File: config.mk
export PLATFORM = sky130hd
export DESIGN_NAME = arm64_pc_relative_codec_flat
export DESIGN_NICKNAME = d
export VERILOG_FILES = /design/src/design/apc_pkg.sv /design/src/design/apc_if.sv /design/src/design/apc_core.sv /design/src/design/arm64_pc_relative_codec.sv /design/src/flat_wrapper.sv
export SDC_FILE = /design/constraint.sdc
export NUM_CORES = 1
export LEC_CHECK = 0
export ABC_AREA = 1
export BUFFER_PORTS_ARGS = -buffer_cell sky130_fd_sc_hd__buf_2
export CORE_UTILIZATION = 39
export DETAILED_ROUTE_END_ITERATION = 6
export MAX_ROUTING_LAYER = met4
export PLACE_DENSITY_LB_ADDON = 0.3
export SLEW_MARGIN = 15
export SYNTH_ARGS = -nofsm -noshare
export SYNTH_HDL_FRONTEND = slang
export SYNTH_SLANG_ARGS = --single-unit
File: constraint.sdc
create_clock -name clock -period 13.8 [get_ports clock]
set_input_delay 0.69 -clock clock [delete_from_list [all_inputs] [get_ports clock]]
set_output_delay 0.69 -clock clock [all_outputs]
set_load 0.02 [all_outputs]
File: src/design/apc_pkg.sv
// ----------------------------------------------------------------------------
// apc_pkg
// Shared types and constants for the arm64 pc-relative codec: beat payload
// structs, instruction kind codes and the opcode match patterns.
// ----------------------------------------------------------------------------
package apc_pkg;

   // instruction kind codes
   localparam logic [3:0] KIND_OTHER = 4'd0;
   localparam logic [3:0] KIND_B     = 4'd1;
   localparam logic [3:0] KIND_BL    = 4'd2;
   localparam logic [3:0] KIND_BCOND = 4'd3;
   localparam logic [3:0] KIND_CB    = 4'd4;
   localparam logic [3:0] KIND_TB    = 4'd5;
   localparam logic [3:0] KIND_ADR   = 4'd6;
   localparam logic [3:0] KIND_ADRP  = 4'd7;
   localparam logic [3:0] KIND_LIT   = 4'd8;

   // action codes
   localparam logic ACT_DECODE = 1'b0;
   localparam logic ACT_ENCODE = 1'b1;

   // opcode masks and match values
   localparam logic [31:0] MASK_B      = 32'h7c000000;
   localparam logic [31:0] MATCH_B     = 32'h14000000;
   localparam logic [31:0] MASK_BCOND  = 32'hff000000;
   localparam logic [31:0] MATCH_BCOND = 32'h54000000;
   localparam logic [31:0] MASK_CBTB   = 32'h7e000000;
   localparam logic [31:0] MATCH_CB    = 32'h34000000;
   localparam logic [31:0] MATCH_TB    = 32'h36000000;
   localparam logic [31:0] MASK_ADR    = 32'h1f000000;
   localparam logic [31:0] MATCH_ADR   = 32'h10000000;
   localparam logic [31:0] MASK_LIT    = 32'h3b000000;
   localparam logic [31:0] MATCH_LIT   = 32'h18000000;

   typedef struct packed {
      logic        action;
      logic [31:0] instruction_word;
      logic [63:0] pc_address;
      logic [63:0] target_address;
   } req_type;

   typedef struct packed {
      logic [3:0]  kind;
      logic [63:0] decoded_target;
      logic [31:0] encoded_word;
      logic        ok;
   } rsp_type;

endpackage

File: src/design/apc_if.sv
// ----------------------------------------------------------------------------
// apc_if
// Valid/ready channels of the codec: request beats in, result beats out.
// ----------------------------------------------------------------------------
interface apc_req_if;
   logic        valid;
   logic        ready;
   logic        action;
   logic [31:0] instruction_word;
   logic [63:0] pc_address;
   logic [63:0] target_address;

   modport source (output valid, action, instruction_word, pc_address, target_address,
                   input ready);
   modport sink   (input valid, action, instruction_word, pc_address, target_address,
                   output ready);
endinterface

interface apc_rsp_if;
   logic        valid;
   logic        ready;
   logic [3:0]  kind;
   logic [63:0] decoded_target;
   logic [31:0] encoded_word;
   logic        ok;

   modport source (output valid, kind, decoded_target, encoded_word, ok, input ready);
   modport sink   (input valid, kind, decoded_target, encoded_word, ok, output ready);
endinterface

File: src/design/apc_core.sv
// ----------------------------------------------------------------------------
// apc_core
// Combinational classify, decode and re-encode of one instruction beat.
// One 64-bit adder for the decoded target, one 65-bit subtractor for the
// encode distance, then sign-range checks on the distance.
// ----------------------------------------------------------------------------
module apc_core (
   input  apc_pkg::req_type req_data,
   output apc_pkg::rsp_type rsp_data
);
   import apc_pkg::*;

   logic [31:0] w;
   logic [3:0]  kind;
   logic        is_adrp;
   logic [63:0] pc_base;
   logic [63:0] tgt_base;
   logic [63:0] offset;
   logic [63:0] target;
   logic [64:0] distance;
   logic        aligned;
   logic        fits;
   logic [31:0] enc;

   assign w = req_data.instruction_word;

   // classify, first match wins
   always_comb begin
      priority if ((w & MASK_B) == MATCH_B) begin
         kind = w[31] ? KIND_BL : KIND_B;
      end else if ((w & MASK_BCOND) == MATCH_BCOND) begin
         kind = KIND_BCOND;
      end else if ((w & MASK_CBTB) == MATCH_CB) begin
         kind = KIND_CB;
      end else if ((w & MASK_CBTB) == MATCH_TB) begin
         kind = KIND_TB;
      end else if ((w & MASK_ADR) == MATCH_ADR) begin
         kind = w[31] ? KIND_ADRP : KIND_ADR;
      end else if ((w & MASK_LIT) == MATCH_LIT) begin
         kind = KIND_LIT;
      end else begin
         kind = KIND_OTHER;
      end
   end

   // adrp works on 4 KiB page bases
   assign is_adrp  = (kind == KIND_ADRP);
   assign pc_base  = is_adrp ? {req_data.pc_address[63:12], 12'h000} : req_data.pc_address;
   assign tgt_base = is_adrp ? {req_data.target_address[63:12], 12'h000}
                             : req_data.target_address;

   // sign-extended byte offset of the current immediate
   always_comb begin
      unique case (kind)
         KIND_B, KIND_BL:             offset = {{36{w[25]}}, w[25:0], 2'b00};
         KIND_BCOND, KIND_CB, KIND_LIT: offset = {{43{w[23]}}, w[23:5], 2'b00};
         KIND_TB:                     offset = {{48{w[18]}}, w[18:5], 2'b00};
         KIND_ADR:                    offset = {{43{w[23]}}, w[23:5], w[30:29]};
         KIND_ADRP:                   offset = {{31{w[23]}}, w[23:5], w[30:29], 12'h000};
         default:                     offset = 64'd0;
      endcase
   end

   assign target = pc_base + offset;

   // exact signed distance, one bit wider than the addresses
   assign distance = {1'b0, tgt_base} - {1'b0, pc_base};
   assign aligned  = (distance[1:0] == 2'b00);

   // field range check: all bits above the field equal its sign bit
   always_comb begin
      unique case (kind)
         KIND_B, KIND_BL: begin
            fits = aligned && ((&distance[64:27]) || !(|distance[64:27]));
            enc  = {w[31:26], distance[27:2]};
         end
         KIND_BCOND, KIND_CB, KIND_LIT: begin
            fits = aligned && ((&distance[64:20]) || !(|distance[64:20]));
            enc  = {w[31:24], distance[20:2], w[4:0]};
         end
         KIND_TB: begin
            fits = aligned && ((&distance[64:15]) || !(|distance[64:15]));
            enc  = {w[31:19], distance[15:2], w[4:0]};
         end
         KIND_ADR: begin
            fits = (&distance[64:20]) || !(|distance[64:20]);
            enc  = {w[31], distance[1:0], w[28:24], distance[20:2], w[4:0]};
         end
         KIND_ADRP: begin
            fits = (&distance[64:32]) || !(|distance[64:32]);
            enc  = {w[31], distance[13:12], w[28:24], distance[32:14], w[4:0]};
         end
         default: begin
            fits = 1'b0;
            enc  = 32'd0;
         end
      endcase
   end

   // result beat
   always_comb begin
      rsp_data.kind = kind;
      if (req_data.action == ACT_DECODE) begin
         rsp_data.decoded_target = (kind != KIND_OTHER) ? target : 64'd0;
         rsp_data.encoded_word   = 32'd0;
         rsp_data.ok             = (kind != KIND_OTHER);
      end else begin
         rsp_data.decoded_target = 64'd0;
         rsp_data.encoded_word   = fits ? enc : 32'd0;
         rsp_data.ok             = fits;
      end
   end

endmodule

File: src/design/arm64_pc_relative_codec.sv
// ----------------------------------------------------------------------------
// arm64_pc_relative_codec
// Classifies an arm64 instruction word and decodes or re-encodes its
// pc-relative immediate.
//
// Each request beat is captured in an input register, classified, decoded
// or re-encoded in one pass of logic, and lands in a result register,
// from which the result beat is offered; the block takes one beat per
// cycle when the result side keeps up. The single 64-bit target adder and
// 65-bit distance subtractor between the two registers set the clock
// period. A waiting result holds the input register, which can still
// take one beat while it is empty.
// ----------------------------------------------------------------------------
module arm64_pc_relative_codec (
   input  logic      clock,
   input  logic      reset,
   apc_req_if.sink   req_if,
   apc_rsp_if.source rsp_if
);
   import apc_pkg::*;

   logic    in_valid_ff;
   logic    in_valid_in;
   req_type in_data_ff;
   logic    rsp_valid_ff;
   logic    rsp_valid_in;
   rsp_type rsp_data_ff;
   rsp_type core_rsp;
   logic    rsp_stage_ready;
   logic    in_stage_ready;
   logic    req_beat;

   // backpressure chain
   assign rsp_stage_ready = !rsp_valid_ff || rsp_if.ready;
   assign in_stage_ready  = !in_valid_ff || rsp_stage_ready;
   assign req_if.ready    = in_stage_ready;
   assign req_beat        = req_if.valid && in_stage_ready;

   // input register
   assign in_valid_in = req_beat ? 1'b1 : (rsp_stage_ready ? 1'b0 : in_valid_ff);

   always_ff @(posedge clock) begin
      if (reset) begin
         in_valid_ff <= 1'b0;
      end else begin
         in_valid_ff <= in_valid_in;
      end
   end

   always_ff @(posedge clock) begin
      if (req_beat) begin
         in_data_ff.action           <= req_if.action;
         in_data_ff.instruction_word <= req_if.instruction_word;
         in_data_ff.pc_address       <= req_if.pc_address;
         in_data_ff.target_address   <= req_if.target_address;
      end
   end

   apc_core u_core (
      .req_data (in_data_ff),
      .rsp_data (core_rsp)
   );

   // result register
   assign rsp_valid_in = rsp_stage_ready ? in_valid_ff : rsp_valid_ff;

   always_ff @(posedge clock) begin
      if (reset) begin
         rsp_valid_ff <= 1'b0;
      end else begin
         rsp_valid_ff <= rsp_valid_in;
      end
   end

   always_ff @(posedge clock) begin
      if (rsp_stage_ready && in_valid_ff) begin
         rsp_data_ff <= core_rsp;
      end
   end

   // result beat
   assign rsp_if.valid          = rsp_valid_ff;
   assign rsp_if.kind           = rsp_data_ff.kind;
   assign rsp_if.decoded_target = rsp_data_ff.decoded_target;
   assign rsp_if.encoded_word   = rsp_data_ff.encoded_word;
   assign rsp_if.ok             = rsp_data_ff.ok;

   // accepted beat always lands in the input register
   a_req_lands: assert property (@(posedge clock) disable iff (reset)
      req_beat |=> in_valid_ff)
      else $error("accepted request beat lost");

   // a waiting result is never overwritten
   a_rsp_holds: assert property (@(posedge clock) disable iff (reset)
      rsp_valid_ff && !rsp_if.ready |=> rsp_valid_ff && $stable(rsp_data_ff))
      else $error("stalled result changed");

   // decode and encode outputs are exclusive
   a_exclusive: assert property (@(posedge clock) disable iff (reset)
      rsp_valid_ff && (rsp_data_ff.decoded_target != 64'd0)
      |-> rsp_data_ff.encoded_word == 32'd0)
      else $error("both decode and encode fields set");

   // unclassified words never succeed
   a_other_fails: assert property (@(posedge clock) disable iff (reset)
      rsp_valid_ff && (rsp_data_ff.kind == KIND_OTHER) |-> !rsp_data_ff.ok)
      else $error("ok set on unclassified word");

   // nonzero encoding implies success
   a_enc_ok: assert property (@(posedge clock) disable iff (reset)
      rsp_valid_ff && (rsp_data_ff.encoded_word != 32'd0) |-> rsp_data_ff.ok)
      else $error("encoded word without ok");

endmodule
File: src/flat_wrapper.sv
// flat-port wrapper written by rule: the top's interface ports become plain ports
module arm64_pc_relative_codec_flat import apc_pkg::*;
  (clock, reset, req_if_valid, req_if_action, req_if_instruction_word, req_if_pc_address, req_if_target_address, req_if_ready, rsp_if_valid, rsp_if_kind, rsp_if_decoded_target, rsp_if_encoded_word, rsp_if_ok, rsp_if_ready);
  apc_req_if req_if_i ();
  apc_rsp_if rsp_if_i ();
  input  logic clock;
  input  logic reset;
  input wire logic [$bits(req_if_i.valid)-1:0] req_if_valid;
  input wire logic [$bits(req_if_i.action)-1:0] req_if_action;
  input wire logic [$bits(req_if_i.instruction_word)-1:0] req_if_instruction_word;
  input wire logic [$bits(req_if_i.pc_address)-1:0] req_if_pc_address;
  input wire logic [$bits(req_if_i.target_address)-1:0] req_if_target_address;
  output wire logic [$bits(req_if_i.ready)-1:0] req_if_ready;
  output wire logic [$bits(rsp_if_i.valid)-1:0] rsp_if_valid;
  output wire logic [$bits(rsp_if_i.kind)-1:0] rsp_if_kind;
  output wire logic [$bits(rsp_if_i.decoded_target)-1:0] rsp_if_decoded_target;
  output wire logic [$bits(rsp_if_i.encoded_word)-1:0] rsp_if_encoded_word;
  output wire logic [$bits(rsp_if_i.ok)-1:0] rsp_if_ok;
  input wire logic [$bits(rsp_if_i.ready)-1:0] rsp_if_ready;
  assign req_if_i.valid = req_if_valid;
  assign req_if_i.action = req_if_action;
  assign req_if_i.instruction_word = req_if_instruction_word;
  assign req_if_i.pc_address = req_if_pc_address;
  assign req_if_i.target_address = req_if_target_address;
  assign req_if_ready = req_if_i.ready;
  assign rsp_if_valid = rsp_if_i.valid;
  assign rsp_if_kind = rsp_if_i.kind;
  assign rsp_if_decoded_target = rsp_if_i.decoded_target;
  assign rsp_if_encoded_word = rsp_if_i.encoded_word;
  assign rsp_if_ok = rsp_if_i.ok;
  assign rsp_if_i.ready = rsp_if_ready;
  arm64_pc_relative_codec u_core (.clock(clock), .reset(reset), .req_if(req_if_i), .rsp_if(rsp_if_i));
endmodule
==> qor.txt <==
post-DR wirelength/cell: 21.86 µm
initial core utilization: 39.85%
Worst R2R Setup Slack: 8.17 ns
ANT cells: 0
Seq/Total Area, Yosys: 37.39%
layout cells sized above 1: 14.67%
Iter 0 DRT Violations: 2,248
DR vias: 21,135
Synth Area per Inst: 7.278 µm²
largest net degree at the start of global routing: 100
HP Class: in -> reg
FF+latch count, synth: 264
CTS tree: built
Die Width: 234.9 µm
row cnt: 84
status: finished, final reports clean
mux contribution to synthesized area: 0%
port bufs: 267
P_leak: 11.24 nW
Largest delay share family, worst path: simple AND/OR/NAND/NOR gates
vias in the first global route: 19,748
GPL Wtd Cong: 1.060
commonest cells after routing, fill and taps aside: nand2_1 (665), inv_1 (489), nor2_1 (386), a21oi_1 (267), buf_2 (267)
drt first pass iters: 6
gr usage total: 31.08%
nets@finish: 3,465
Core ar.: 0.05308 mm²
post-synthesis compound-gate area fraction: 15.48%
initial antenna violation count: 0
final wirelength: 85,230 µm
postcts setup bufs: 0
Filler Cells Inserted: 5,499
Via density: 5.421
Post-Synth XOR/XNOR Area: 1.053%
CTS root buffer: clkbuf_16
slowest CP cell: nand2_4
Worst Path Buf+Inv: 4
Primary FF master, synth: edfxtp_1
Crit Path Category: reg -> reg
worst vdd ir: 0.09410 mV
worst slew pin tran: 1.041 ns
Slew headroom: 30.59%
Post-DP HPWL: 72,350 µm
die area: 0.05516 mm²
hold path depth: 2
CTS buffer count: 30
worst-path maximum fanout: 60
clock latency on the worst-skew pair: 0.59 ns
setup ws final: 8.167 ns
Worst R2R End: u_core.rsp_if.ok
Post-Synth Simple-Gate Area: 29.57%
global route overflow: 0
nature of the critical path endpoint: flop
synthesized area: 0.02115 mm²
post-synthesis adder-cell area fraction: 6.662%
cts repair resizes: 0
Critical Path RT: 14.11 ns
pre-CTS WS: 8.309 ns
antenna-violating nets left: 0
WP depth: 28
YS warnings: 0
H-tree Lvls: 1
fin crit share: 40.82%
crit path from: u_core.in_data_ff[156]
Post-synth EDFFs: 262
share of synthesized flip-flops with an asynchronous set or reset: 0%
commonest non-fill, non-tap cell in the layout: nand2_1
first-pass GRT wire length: 124,500 µm
Gate Count Post-Synth: 2,906
hold_buf cts: 0
clk slew on worst S/H paths: 0.06 ns
Worst path max stage delay: 0.60 ns
Final Skew: 0.01173 ns
setup repair after global routing missed its margin: false
final setup TNS: 0 ns
FF-to-FF path depth: 28
maximum buffer depth of the clock tree: 3
post-synthesis cell type count: 62
crit path launch type: flop
# IOs: 268
Hold Vio Cnt, Final: 0
Pins Over Slew Limit: 0
CTS sink cnt: 264
highest clock rate: 177.5 MHz
crit path to: u_core.rsp_if.ok
critical path arrival: 5.94 ns
P per Cell Area: 99.09 mW/mm²
min Tclk post-route: 5.633 ns
Hold Slack: 0.2679 ns
Area Growth Syn to Fin: 14.46%
max cap viols: 0
RR Startpoint: u_core.in_data_ff[156]
Top cell by count, worst path: nand2_1
Final setup violation count: 0
DRC errors left: 0
largest family of logic cells by synthesized area: simple AND/OR/NAND/NOR gates
Mapped Nets: 3,183
die height: 234.9 µm
layout make-up:
type / count / area [µm²] / share of cell area (%)
clock inverter: 24 / 192.7 / 0.7959
sequential: 264 / 7908 / 32.66
tap: 688 / 860.8 / 3.556
multi-input combinational: 2107 / 11180 / 46.17
clock buffer: 31 / 754.5 / 3.117
inverter: 510 / 1919 / 7.928
timing repair buffer: 275 / 1396 / 5.768
worst min-delay path by stage:
stage / end / slack [ns] / from
3_3_place_gp: u_core.rsp_if.valid / 0.51 / u_core.in_valid_ff
2_1_floorplan: u_core.rsp_if.valid / 0.45 / u_core.in_valid_ff
6_report: u_core.in_valid_ff / 0.27 / reset
3_5_place_dp: u_core.rsp_if.valid / 0.52 / u_core.rsp_if.valid
5_1_grt: u_core.in_data_ff[102] / 0.25 / req_if_pc_address[38]
4_1_cts: u_core.in_valid_ff / 0.24 / reset
flip-flops by register name, indices dropped and copies added, names as in the netlist:
name	flops
u_core.rsp_if.decoded_target	64
u_core.in_data_ff	161
u_core.rsp_if.kind	4
u_core.rsp_if.ok	1
u_core.in_valid_ff	1
u_core.rsp_if.encoded_word	32
u_core.rsp_if.valid	1
where the power goes:
group,total (mW),switching [mW],leakage [nW],internal (mW)
Combinational,0.668,0.478,8.15,0.189
Clock,0.771,0.335,0.458,0.435
Sequential,0.960,0.0332,2.64,0.927
per-layer routing:
layer | share of wire [%] | vias to the layer above | GRT usage (%)
met4 | 2.8 | 0 | 8.333
met1 | 44 | 9914 | 42.08
li1 | - | 10224 | -
met3 | 7.2 | 116 | 3.900
met2 | 46 | 881 | 48.95
met5 | 0 | - | -
worst register-to-register path, delay by kind of cell (launching register included):
| family | cells | cell delay, ns |
|---|---|---|
| simple gates | 18 | 2.17 |
| compound gates | 5 | 1.28 |
| buf+inv | 4 | 1.21 |
| flops | 1 | 0.40 |
| fa+ha+maj | 1 | 0.31 |
metrics by stage:
stage / instances / power, mW / util (%) / area, µm²
4_1_cts: 3899 / 2.402 / 45.61 / 24210
5_1_grt: 3899 / 2.501 / 45.61 / 24210
3_5_place_dp: 3844 / 1.625 / 43.83 / 23260
6_report: 3899 / 2.399 / 45.61 / 24210
2_1_floorplan: 2906 / 1.378 / - / 21150
3_3_place_gp: 3844 / 1.634 / 43.83 / 23260
cell usage after synthesis, drive strengths merged (9+ instances only):
library cell    n  share of area, %
xnor2          12              0.64
xor2           10              0.41
o22ai          12              0.35
o21bai          9              0.32
o21a           38               1.3
inv           506               9.0
nand4          26              0.87
nand2         717                14
clkbuf         15              0.27
a21oi         270               6.4
nor3           45               1.1
edfxtp        262                37
buf            10              0.53
nor2          430               8.8
a31oi          24              0.71
nand3b         20              0.77
nand3         138               3.7
o221ai         11              0.46
ha            111               6.6
o2111ai        10              0.41
o21ai         145               3.5
o211ai         11              0.41
cells by family (layout without fill, tap and decap cells):
| logic type | count (synthesis) | count (layout) |
|---|---|---|
| xor+xnor | 22 | 22 |
| buf+inv | 535 | 840 |
| compound gates | 571 | 571 |
| fa+ha+maj | 112 | 112 |
| flops | 264 | 264 |
| simple gates | 1402 | 1402 |
No activity file was read; power rests on OpenSTA's default activity.
